**src/hdl/plc_pkg.sv**
```systemverilog
`default_nettype none
package plc_pkg;

   localparam int SAMPLE_W    = 17;
   localparam int FRAC_W      = 17;
   localparam int DIV_STAGES  = 17;
   localparam int LERP_STAGES = 5;
   localparam int SEG_COUNT   = 5;
   localparam int CHANNELS    = 3;
   localparam int T_W         = 22;
   localparam int RECIP_SHIFT = 22;

   localparam logic [15:0] FULL_SCALE_RESET = 16'd1200;

   typedef logic [2:0] seg_idx_type;
   typedef logic [7:0] color_type;

   // upper breakpoints, Q0.16; last segment runs to one
   localparam logic [15:0] SEG_HI [SEG_COUNT-1] = '{
      16'd21845, 16'd30802, 16'd42271, 16'd51839
   };

   localparam logic [15:0] SEG_LO [SEG_COUNT] = '{
      16'd0, 16'd21845, 16'd30802, 16'd42271, 16'd51839
   };

   localparam logic [14:0] SEG_DEN [SEG_COUNT] = '{
      15'd21845, 15'd8957, 15'd11469, 15'd9568, 15'd13697
   };

   // floor(2^22 / den)
   localparam logic [8:0] SEG_RECIP [SEG_COUNT] = '{
      9'd192, 9'd468, 9'd365, 9'd438, 9'd306
   };

   localparam color_type SEG_START [SEG_COUNT][CHANNELS] = '{
      '{8'd22,  8'd30,  8'd151},
      '{8'd0,   8'd181, 8'd226},
      '{8'd76,  8'd140, 8'd43},
      '{8'd0,   8'd206, 8'd24},
      '{8'd254, 8'd209, 8'd65}
   };

   // |end - start| per channel
   localparam color_type SEG_MAG [SEG_COUNT][CHANNELS] = '{
      '{8'd22,  8'd151, 8'd75},
      '{8'd76,  8'd41,  8'd183},
      '{8'd76,  8'd66,  8'd19},
      '{8'd254, 8'd3,   8'd41},
      '{8'd1,   8'd209, 8'd65}
   };

   // bit c set: channel c falls across the segment
   localparam logic [CHANNELS-1:0] SEG_FALL [SEG_COUNT] = '{
      3'b001, 3'b110, 3'b101, 3'b000, 3'b110
   };

endpackage
`default_nettype wire

```
**src/hdl/plc_div.sv**
```systemverilog
`default_nettype none
module plc_div import plc_pkg::*; (
   input  wire logic              clock,
   input  wire logic              reset,
   input  wire logic              in_valid,
   output logic                   in_stall,
   input  wire logic [15:0]       in_num,
   input  wire logic [15:0]       in_den,
   output logic                   out_valid,
   input  wire logic              out_stall,
   output logic [FRAC_W-1:0]      out_frac
);

   logic [DIV_STAGES-1:0] valid_ff;
   logic [DIV_STAGES-1:0] valid_in;
   logic [DIV_STAGES-1:0] adv;
   logic [15:0]           rem_ff [DIV_STAGES];
   logic [15:0]           rem_in [DIV_STAGES];
   logic [FRAC_W-1:0]     quo_ff [DIV_STAGES];
   logic [FRAC_W-1:0]     quo_in [DIV_STAGES];

   always_comb begin
      logic down_en;
      down_en = !out_stall;
      for (int i = DIV_STAGES - 1; i >= 0; i--) begin
         adv[i]  = !valid_ff[i] || down_en;
         down_en = adv[i];
      end
   end

   // one quotient bit per stage; numerator never exceeds divisor
   always_comb begin
      logic [16:0] twice;
      logic        ge;
      logic        top_bit;
      top_bit   = (in_num >= in_den);
      valid_in[0] = in_valid;
      rem_in[0] = top_bit ? (in_num - in_den) : in_num;
      quo_in[0] = {{(FRAC_W-1){1'b0}}, top_bit};
      for (int i = 1; i < DIV_STAGES; i++) begin
         twice       = {rem_ff[i-1], 1'b0};
         ge          = (twice >= {1'b0, in_den});
         valid_in[i] = valid_ff[i-1];
         rem_in[i]   = ge ? 16'(twice - {1'b0, in_den}) : twice[15:0];
         quo_in[i]   = {quo_ff[i-1][FRAC_W-2:0], ge};
      end
   end

   always_ff @(posedge clock) begin
      if (reset) begin
         valid_ff <= '0;
      end else begin
         for (int i = 0; i < DIV_STAGES; i++) begin
            if (adv[i]) begin
               valid_ff[i] <= valid_in[i];
            end
         end
      end
   end

   always_ff @(posedge clock) begin
      for (int i = 0; i < DIV_STAGES; i++) begin
         if (adv[i]) begin
            rem_ff[i] <= rem_in[i];
            quo_ff[i] <= quo_in[i];
         end
      end
   end

   assign in_stall  = !adv[0];
   assign out_valid = valid_ff[DIV_STAGES-1];
   assign out_frac  = quo_ff[DIV_STAGES-1];

endmodule
`default_nettype wire

```
**src/hdl/plc_lerp.sv**
```systemverilog
`default_nettype none
module plc_lerp import plc_pkg::*; (
   input  wire logic              clock,
   input  wire logic              reset,
   input  wire logic              in_valid,
   output logic                   in_stall,
   input  wire logic [FRAC_W-1:0] in_frac,
   output logic                   out_valid,
   input  wire logic              out_stall,
   output color_type              out_red,
   output color_type              out_green,
   output color_type              out_blue
);

   logic [LERP_STAGES-1:0] valid_ff;
   logic [LERP_STAGES-1:0] adv;

   seg_idx_type seg0_ff, seg0_in;
   logic [14:0] df0_ff, df0_in;

   seg_idx_type    seg1_ff;
   logic [T_W-1:0] t1_ff [CHANNELS];
   logic [T_W-1:0] t1_in [CHANNELS];

   seg_idx_type    seg2_ff;
   logic [T_W-1:0] t2_ff [CHANNELS];
   color_type      qe2_ff [CHANNELS];
   color_type      qe2_in [CHANNELS];

   seg_idx_type seg3_ff;
   logic [15:0] rem3_ff [CHANNELS];
   logic [15:0] rem3_in [CHANNELS];
   color_type   qe3_ff [CHANNELS];

   color_type   col_ff [CHANNELS];
   color_type   col_in [CHANNELS];

   always_comb begin
      logic down_en;
      down_en = !out_stall;
      for (int i = LERP_STAGES - 1; i >= 0; i--) begin
         adv[i]  = !valid_ff[i] || down_en;
         down_en = adv[i];
      end
   end

   // segment select, breakpoint goes to the lower segment
   always_comb begin
      logic [FRAC_W-1:0] diff;
      seg0_in = seg_idx_type'(SEG_COUNT - 1);
      for (int j = SEG_COUNT - 2; j >= 0; j--) begin
         if (in_frac <= {1'b0, SEG_HI[j]}) begin
            seg0_in = seg_idx_type'(j);
         end
      end
      diff   = in_frac - {1'b0, SEG_LO[seg0_in]};
      df0_in = diff[14:0];
   end

   always_comb begin
      logic [22:0] prod_t;
      logic [30:0] prod_q;
      logic [22:0] prod_m;
      logic [21:0] diff;
      for (int c = 0; c < CHANNELS; c++) begin
         prod_t     = 23'(df0_ff) * 23'(SEG_MAG[seg0_ff][c]);
         t1_in[c]   = prod_t[T_W-1:0];
         prod_q     = 31'(t1_ff[c]) * 31'(SEG_RECIP[seg1_ff]);
         qe2_in[c]  = prod_q[RECIP_SHIFT+7:RECIP_SHIFT];
         prod_m     = 23'(qe2_ff[c]) * 23'(SEG_DEN[seg2_ff]);
         diff       = t2_ff[c] - prod_m[T_W-1:0];
         rem3_in[c] = diff[15:0];
      end
   end

   // quotient estimate is low by at most one
   always_comb begin
      logic      ge;
      logic      nz;
      color_type q;
      for (int c = 0; c < CHANNELS; c++) begin
         ge = (rem3_ff[c] >= {1'b0, SEG_DEN[seg3_ff]});
         nz = ge ? (rem3_ff[c] != {1'b0, SEG_DEN[seg3_ff]}) : (rem3_ff[c] != 16'd0);
         q  = qe3_ff[c] + color_type'(ge);
         if (SEG_FALL[seg3_ff][c]) begin
            col_in[c] = SEG_START[seg3_ff][c] - q - color_type'(nz);
         end else begin
            col_in[c] = SEG_START[seg3_ff][c] + q;
         end
      end
   end

   always_ff @(posedge clock) begin
      if (reset) begin
         valid_ff <= '0;
      end else begin
         if (adv[0]) valid_ff[0] <= in_valid;
         for (int i = 1; i < LERP_STAGES; i++) begin
            if (adv[i]) begin
               valid_ff[i] <= valid_ff[i-1];
            end
         end
      end
   end

   always_ff @(posedge clock) begin
      if (adv[0]) begin
         seg0_ff <= seg0_in;
         df0_ff  <= df0_in;
      end
      if (adv[1]) begin
         seg1_ff <= seg0_ff;
         t1_ff   <= t1_in;
      end
      if (adv[2]) begin
         seg2_ff <= seg1_ff;
         t2_ff   <= t1_ff;
         qe2_ff  <= qe2_in;
      end
      if (adv[3]) begin
         seg3_ff <= seg2_ff;
         rem3_ff <= rem3_in;
         qe3_ff  <= qe2_ff;
      end
      if (adv[4]) begin
         col_ff <= col_in;
      end
   end

   assign in_stall  = !adv[0];
   assign out_valid = valid_ff[LERP_STAGES-1];
   assign out_red   = col_ff[0];
   assign out_green = col_ff[1];
   assign out_blue  = col_ff[2];

endmodule
`default_nettype wire

```
**src/hdl/piecewise_linear_colormap_core.sv**
```systemverilog
// Pipeline: 1 clamp stage, 17 divider stages at one quotient bit each and
// 5 lerp stages. Throughput: one beat per cycle while rsp_stall is low;
// any stage holding a bubble keeps accepting.
// Reset: synchronous, active high; empties the pipeline and sets
// full_scale to 1200.
`default_nettype none
module piecewise_linear_colormap_core import plc_pkg::*; (
   input  wire logic                clock,
   input  wire logic                reset,
   input  wire logic                csr_write_enable,
   input  wire logic [15:0]         csr_write_data,
   input  wire logic                req_valid,
   output logic                     req_stall,
   input  wire logic [SAMPLE_W-1:0] req_sample_delta,
   output logic                     rsp_valid,
   input  wire logic                rsp_stall,
   output color_type                rsp_red,
   output color_type                rsp_green,
   output color_type                rsp_blue
);

   logic [15:0] full_scale_ff;
   logic [15:0] scale_eff;
   logic        clamp_valid_ff;
   logic [15:0] clamp_ff, clamp_in;
   logic        clamp_adv;
   logic        div_stall;
   logic        div_valid;
   logic        lerp_stall;
   logic [FRAC_W-1:0] div_frac;

   always_ff @(posedge clock) begin
      if (reset) begin
         full_scale_ff <= FULL_SCALE_RESET;
      end else if (csr_write_enable) begin
         full_scale_ff <= csr_write_data;
      end
   end

   assign scale_eff = (full_scale_ff == 16'd0) ? 16'd1 : full_scale_ff;
   assign clamp_adv = !clamp_valid_ff || !div_stall;
   assign req_stall = !clamp_adv;

   always_comb begin
      if (req_sample_delta[SAMPLE_W-1]) begin
         clamp_in = 16'd0;
      end else if (req_sample_delta[15:0] > scale_eff) begin
         clamp_in = scale_eff;
      end else begin
         clamp_in = req_sample_delta[15:0];
      end
   end

   always_ff @(posedge clock) begin
      if (reset) begin
         clamp_valid_ff <= 1'b0;
      end else if (clamp_adv) begin
         clamp_valid_ff <= req_valid;
      end
   end

   always_ff @(posedge clock) begin
      if (clamp_adv) begin
         clamp_ff <= clamp_in;
      end
   end

   plc_div u_div (
      .clock     (clock),
      .reset     (reset),
      .in_valid  (clamp_valid_ff),
      .in_stall  (div_stall),
      .in_num    (clamp_ff),
      .in_den    (scale_eff),
      .out_valid (div_valid),
      .out_stall (lerp_stall),
      .out_frac  (div_frac)
   );

   plc_lerp u_lerp (
      .clock     (clock),
      .reset     (reset),
      .in_valid  (div_valid),
      .in_stall  (lerp_stall),
      .in_frac   (div_frac),
      .out_valid (rsp_valid),
      .out_stall (rsp_stall),
      .out_red   (rsp_red),
      .out_green (rsp_green),
      .out_blue  (rsp_blue)
   );

endmodule
`default_nettype wire

```
**config.mk**
```make
export PLATFORM = sky130hd
export DESIGN_NAME = piecewise_linear_colormap_core
export DESIGN_NICKNAME = d
export VERILOG_FILES = /design/src/hdl/plc_pkg.sv /design/src/hdl/plc_div.sv /design/src/hdl/plc_lerp.sv /design/src/hdl/piecewise_linear_colormap_core.sv
export SDC_FILE = /design/constraint.sdc
export NUM_CORES = 2
export LEC_CHECK = 0
export ABC_CLOCK_PERIOD_IN_PS = 5800
export BUFFER_PORTS_ARGS = -buffer_cell sky130_fd_sc_hd__buf_2
export CORE_MARGIN = 2
export CORE_UTILIZATION = 52
export CTS_BUF_LIST = sky130_fd_sc_hd__clkbuf_4 sky130_fd_sc_hd__clkbuf_8
export CTS_CLUSTER_SIZE = 8
export DETAILED_ROUTE_END_ITERATION = 10
export PLACE_DENSITY = 0.7
export REMOVE_ABC_BUFFERS = 1
export SYNTH_ARGS = -nofsm -noshare
export SYNTH_HDL_FRONTEND = slang
export SYNTH_SLANG_ARGS = --single-unit
```
**constraint.sdc**
```tcl
create_clock -name clock -period 5.8 [get_ports clock]
set_input_delay 1.16 -clock clock [delete_from_list [all_inputs] [get_ports clock]]
set_output_delay 1.16 -clock clock [all_outputs]
set_load 0.005 [all_outputs]
```
# Yosys cells after proc, flatten, opt, wreduce, memory -nomap -nowiden
# Memory sizes are Yosys's and may differ from the RTL's.
# Index checks and enable logic that the tools add are counted.
[totals] reg_bits=316 mem_bits_rw=561 romBits=848 input_bits=38 out_inout_bits=26 word_cells=266 memories=9
[memory_table] name="u_div.quo_ff" words=17 word_bits=17 read_ports=17 rd_clocked_by_memory_dff=0 write_ports=17 line="plc_div.sv:19" text="logic [FRAC_W-1:0] quo_ff [DIV_STAGES];"
[memory_table] name="u_div.rem_ff" words=17 word_bits=16 read_ports=16 rd_clocked_by_memory_dff=0 write_ports=17 line="plc_div.sv:17" text="logic [15:0] rem_ff [DIV_STAGES];"
[memory_table] name="(no name shown)" words=8 word_bits=24 read_ports=1 rd_clocked_by_memory_dff=0 write_ports=0 line="plc_lerp.sv:86" text="col_in[c] = SEG_START[seg3_ff][c] - q - color_type'(nz);"
[memory_table] name="(no name shown)" words=8 word_bits=24 read_ports=1 rd_clocked_by_memory_dff=0 write_ports=0 line="plc_lerp.sv:66" text="prod_t = 23'(df0_ff) * 23'(SEG_MAG[seg0_ff][c]);"
[memory_table] name="(no name shown)" words=8 word_bits=16 read_ports=1 rd_clocked_by_memory_dff=0 write_ports=0 line="plc_lerp.sv:56" text="diff = in_frac - {1'b0, SEG_LO[seg0_in]};"
[memory_table] name="(no name shown)" words=8 word_bits=15 read_ports=1 rd_clocked_by_memory_dff=0 write_ports=0 line="plc_lerp.sv:70" text="prod_m = 23'(qe2_ff[c]) * 23'(SEG_DEN[seg2_ff]);"
[memory_table] name="+3 memories"
[op_classes] addsub=33 mul=9 order_cmp=30 n_eq_ne=3 muxes=77 n_bitwise=5 reduce_logical=52
[op_table] operator="subtractor 16 bit" count=20
[op_table] operator="2-to-1 mux 16 bit" count=19
[op_table] operator="greater-or-equal comparator 17 x 16 -> 1 bit" count=16
[op_table] operator="2-to-1 mux 24 bit" count=4
[op_table] operator="multiplier 22 x 9 -> 30 bit" count=3
[op_table] operator="2-to-1 mux 15 bit" count=6
[op_table] operator="multiplier 15 x 8 -> 22 bit" count=3
[op_table] operator="greater-or-equal comparator 16 x 15 -> 1 bit" count=3
[op_table] operator="multiplier 8 x 15 -> 16 bit" count=3
[op_table] operator="inequality test 16 x 15 -> 1 bit" count=3
[op_table] operator="nonzero test 16 bit" count=3
[op_table] operator="2-to-1 mux 1 bit" count=37
[op_table] operator="less-or-equal comparator 17 x 15 -> 1 bit, second input constant" count=2
[op_table] operator="less-or-equal comparator 17 x 16 -> 1 bit, second input constant" count=2
[op_table] operator="zero test 1 bit" count=25
[op_table] operator="adder 8 x 1 -> 8 bit" count=3
[op_table] operator="adder 8 bit" count=3
[op_table] operator="2-to-1 mux 8 bit" count=3
[op_table] operator="subtractor 8 x 1 -> 8 bit" count=3
[op_table] operator="subtractor 8 bit" count=3
[op_table] operator="logical OR 1 bit" count=23
[op_table] operator="greater-or-equal comparator 4 bit, second input constant" count=5
[op_table] operator="inverter 3 -> 4 bit" count=5
[op_table] operator="2-to-1 mux 3 bit" count=6
[op_table] operator="other kinds (5)" count=6

# Logic depth before layout (Yosys ltp)
[depth] ltp_word=25 mapped_depth=28 mapped_depth_nobuf=28

# Modules after synthesis
# From an unflattened synthesis, not the netlist that was laid out.
[hier_totals] cells_unflattened=7925 hier_area_um2=79774.0
[by_module_without_submodules] module="plc_lerp" instances=1 cells_each=5131 area_each_um2=48796.8
[by_module_without_submodules] module="plc_div" instances=1 cells_each=2564 area_each_um2=28732.6
[by_module_without_submodules] module="piecewise_linear_colormap_core" instances=1 cells_each=230 area_each_um2=2244.7

# Worst setup path after synthesis
# OpenSTA, ideal clock, no wires.
[synth_timing] path_kind="register to register" from="reg u_lerp.seg0_ff[0]" to="reg u_lerp.t1_ff[43] (netlist bit), data pin" setup_time_ns=0.266 arrival_ns=5.659 path_slack_ns=-0.125 stages_incl_launch_ff=22 n_path_buf=2 synth_period_minus_slack_ns=5.925 cell_sequence="edfxtp_1 -> clkbuf_1 -> inv_2 -> ha_1 -> or2_2 -> clkbuf_1 -> and2_1 -> fa_1 -> inv_1 -> fa_1 -> inv_1 -> fa_1 -> fa_1 -> ha_1 -> o21ai_0 -> a21oi_1 -> o41ai_1 -> o311a_1 -> a211oi_1 -> a41o_1 -> o41ai_1 -> xnor2_1"
[synth_rtl] element="start: declaration" line="plc_lerp.sv:18" text="seg_idx_type seg0_ff, seg0_in;"
[synth_rtl] element="start signal: assignment" line="plc_lerp.sv:108" text="seg0_ff <= seg0_in;"
[synth_rtl] element="end signal: assignment" line="plc_lerp.sv:113" text="t1_ff <= t1_in;"
[synth_rtl] element="end: declaration" line="plc_lerp.sv:22" text="logic [T_W-1:0] t1_ff [CHANNELS];"

==> metrics.txt <==
Yosys cell types 79; DIE WIDTH 390.7 um; share of cells above drive strength 1 12.19%; routed len/inst 18.62 um; synth cell count leaders 1,309 x inv_1, 865 x fa_1, 786 x ha_1; clk sinks 725; Root Buffer clkbuf_8; Reg clk slew, reported paths 0.06 ns; highest routed metal layer met5; DR pass1 iterations 5; setup violators final 0; count leader, synth inv_1; CTS tree done; WP data arrival 6.31 ns; Max-Cap Viols 0; crit path cell chain buf_6 > nor2b_1 > buf_4 > nand2_1 > inv_1 > fa_1 > inv_1 > fa_1 > inv_1 > fa_1 > fa_1 > ha_1 > o21ai_0 > a21oi_1 > o41ai_1 > buf_4 > o311a_1 > a211oi_1 > buf_4 > a41o_1 > o41ai_2 > xnor2_1 > buf_4; cell count after synthesis 7,627; Rows 141; Nets 9,678; area leader, netlist edfxtp_1; synth warn 0; initial antenna violation count 5; largest cells by area after synthesis edfxtp_1 26%, fa_1 22%, ha_1 13%; Yosys top cell area share 26.49%; Fin Setup TNS 0 ns; worst clock skew 0.07746 ns; post-synthesis async set-or-reset flop share 0%; number of synthesized flops with an enable pin 686; GRT overflow 0; syn_area_per_cell 10.20 um^2; clk buf depth 3; Buffers on Ports 63; Initial Util 52.47%; status finished clean; worst hold path class register to register; gpl congestion 0.9666; Slew Limit Fails 0; met1 WL 79.35 mm; via-per-instance ratio 5.515; via count of the first global-routing pass 57,950; unrepaired setup endpoints after global routing true; final hold vios 0; Core ar. 0.1482 mm^2; Syn-to-layout area delta 10.63%; Num CTS Buffers 134; Die Ht 390.7 um; Worst Setup Start Kind register; # DRC 0; CP peak stage delay 0.59 ns; fmax 175.4 MHz; post-synthesis instance area 0.07776 mm^2; clk_lat worst skew 0.91 ns; Synth Register Bits 725; top_reg_cell synth edfxtp_1; worst-path fanout max 7; global-route wire length before repair 303.7 mm; slowest stage cell, crit path edfxtp_1; WL final 186.7 mm; CTS Hold Bufs 0; DRC marker count from the first detailed-route iteration 3,712; Setup CP Type register to register; end-of-flow core utilization 58.05%; WP buf/inv 8; Worst-Margin Slew 1.223 ns; Worst Path Required 6.41 ns; Final min period 5.700 ns; number of I/O pins 64; Max-Slew Margin vs Limit 18.46%; crit share post-route 98.27%; PnR worst setup slack 0.1001 ns; WL met2 90.99 mm; full die area 0.1526 mm^2; DR vias 55,300; register area share after synthesis 27.50%; crit end category register; antenna-violating nets left 0; DR WL met3 10.27 mm; H-Tree Level Count 4; hpwl dp 148.0 mm; largest net degree at the start of global routing 72; GRT Total Usage 25.05%; DP Worst Slack -0.1021 ns; delay-heaviest family, CP adder cells
final timing paths:
check	from	end	slack, ns	depth (start not counted)
worst max-delay path	u_lerp.seg0_ff[2]	u_lerp.t1_ff[43]	0.10	23
worst min-delay path	u_div.quo_ff[0][265]	u_div.quo_ff[0][283]	0.38	0
worst max register to register	u_lerp.seg0_ff[2]	u_lerp.t1_ff[43]	0.10	23
worst min register to register	u_div.quo_ff[0][265]	u_div.quo_ff[0][283]	0.38	0
cell usage in the layout, fill, tap and decap left out, types with 19 or more instances in the layout:
cell / count
inv_1: 1298
fa_1: 865
ha_1: 778
edfxtp_1: 686
nand2_1: 559
nor2_1: 386
and2_1: 342
xnor2_1: 311
a21oi_1: 302
buf_4: 288
mux2_2: 212
nor2b_1: 197
o21ai_0: 167
clkbuf_8: 140
a21o_1: 139
nand2b_1: 123
nand3_1: 107
nor3_1: 100
xor2_1: 93
o21a_1: 65
buf_2: 63
nand4_1: 49
or2_2: 48
mux2i_1: 45
o21bai_1: 43
a211oi_1: 42
clkbuf_4: 41
dfxtp_1: 39
and3_1: 37
o211ai_1: 30
or3_1: 26
nor4_1: 25
o31ai_1: 22
a31oi_1: 22
clkinv_1: 19
sequential cells by signal, indices dropped and copies added (netlist names), 3 cells and up:
name	cells
u_div.rem_ff	256
u_div.quo_ff	153
u_lerp.t1_ff	66
u_lerp.rem3_ff	48
u_lerp.t2_ff	48
u_lerp.qe2_ff	24
u_lerp.qe3_ff	24
u_div.valid_ff	17
clamp_ff	16
full_scale_ff	16
u_lerp.df0_ff	15
u_lerp.out_blue	8
u_lerp.out_green	8
u_lerp.out_red	8
u_lerp.valid_ff	5
u_lerp.seg0_ff	3
u_lerp.seg1_ff	3
u_lerp.seg2_ff	3
u_lerp.seg3_ff	3
worst register-to-register path: stages, from the launching register on:
cell	delay, ns
edfxtp_1	0.59
buf_6	0.17
nor2b_1	0.05
buf_4	0.18
nand2_1	0.10
inv_1	0.09
fa_1	0.51
inv_1	0.06
fa_1	0.52
inv_1	0.05
fa_1	0.50
fa_1	0.42
ha_1	0.30
o21ai_0	0.17
a21oi_1	0.09
o41ai_1	0.27
buf_4	0.20
o311a_1	0.23
a211oi_1	0.09
buf_4	0.14
a41o_1	0.26
o41ai_2	0.26
xnor2_1	0.10
buf_4	0.13
metal layers:
layer	track usage [%]	vias up
li1	-	26050
met1	32.48	27370
met2	42.98	1502
met3	3.679	365
met4	8.333	4
met5	0	-
stage by stage:
stage / hold slack, ns / cells / cell area [um^2]
global route: 0.3800 / 10030 / 86030
floorplan: 0.4003 / 7468 / 77140
CTS: 0.3692 / 9993 / 85250
detailed placement: 0.4045 / 9751 / 82260
finish: 0.3811 / 10030 / 86030
global placement: 0.4003 / 9751 / 82260
repair_timing:
action                                  CTS  global route
buffers inserted                          0            34
pin swaps                                 2            40
endpoints found under the setup margin   10            31
cloned                                    0             1
resized for setup                        11           116
final cells by class:
cell class	instances	area [um^2]
well taps	1930	2415
multi-input cells	5431	51320
fillers	12280	62170
repair buffers	385	3015
clock inverters	61	723.2
diodes	2	5.005
inverters	1312	4928
clock buffers	181	2235
flip-flops and latches	725	21380
logic make-up after synthesis:
group	share of synthesized area (%)
multiplexers	3.785
AO/OA/AOI/OAI	8.605
buffers and inverters	7.135
AND/OR/NAND/NOR	13.50
flip-flops	27.50
adder cells (fa/ha/maj)	34.92
XOR/XNOR	4.562
Power is not shown: default switching activity piles up to over one toggle a cycle in this logic, so the estimate is an artifact.
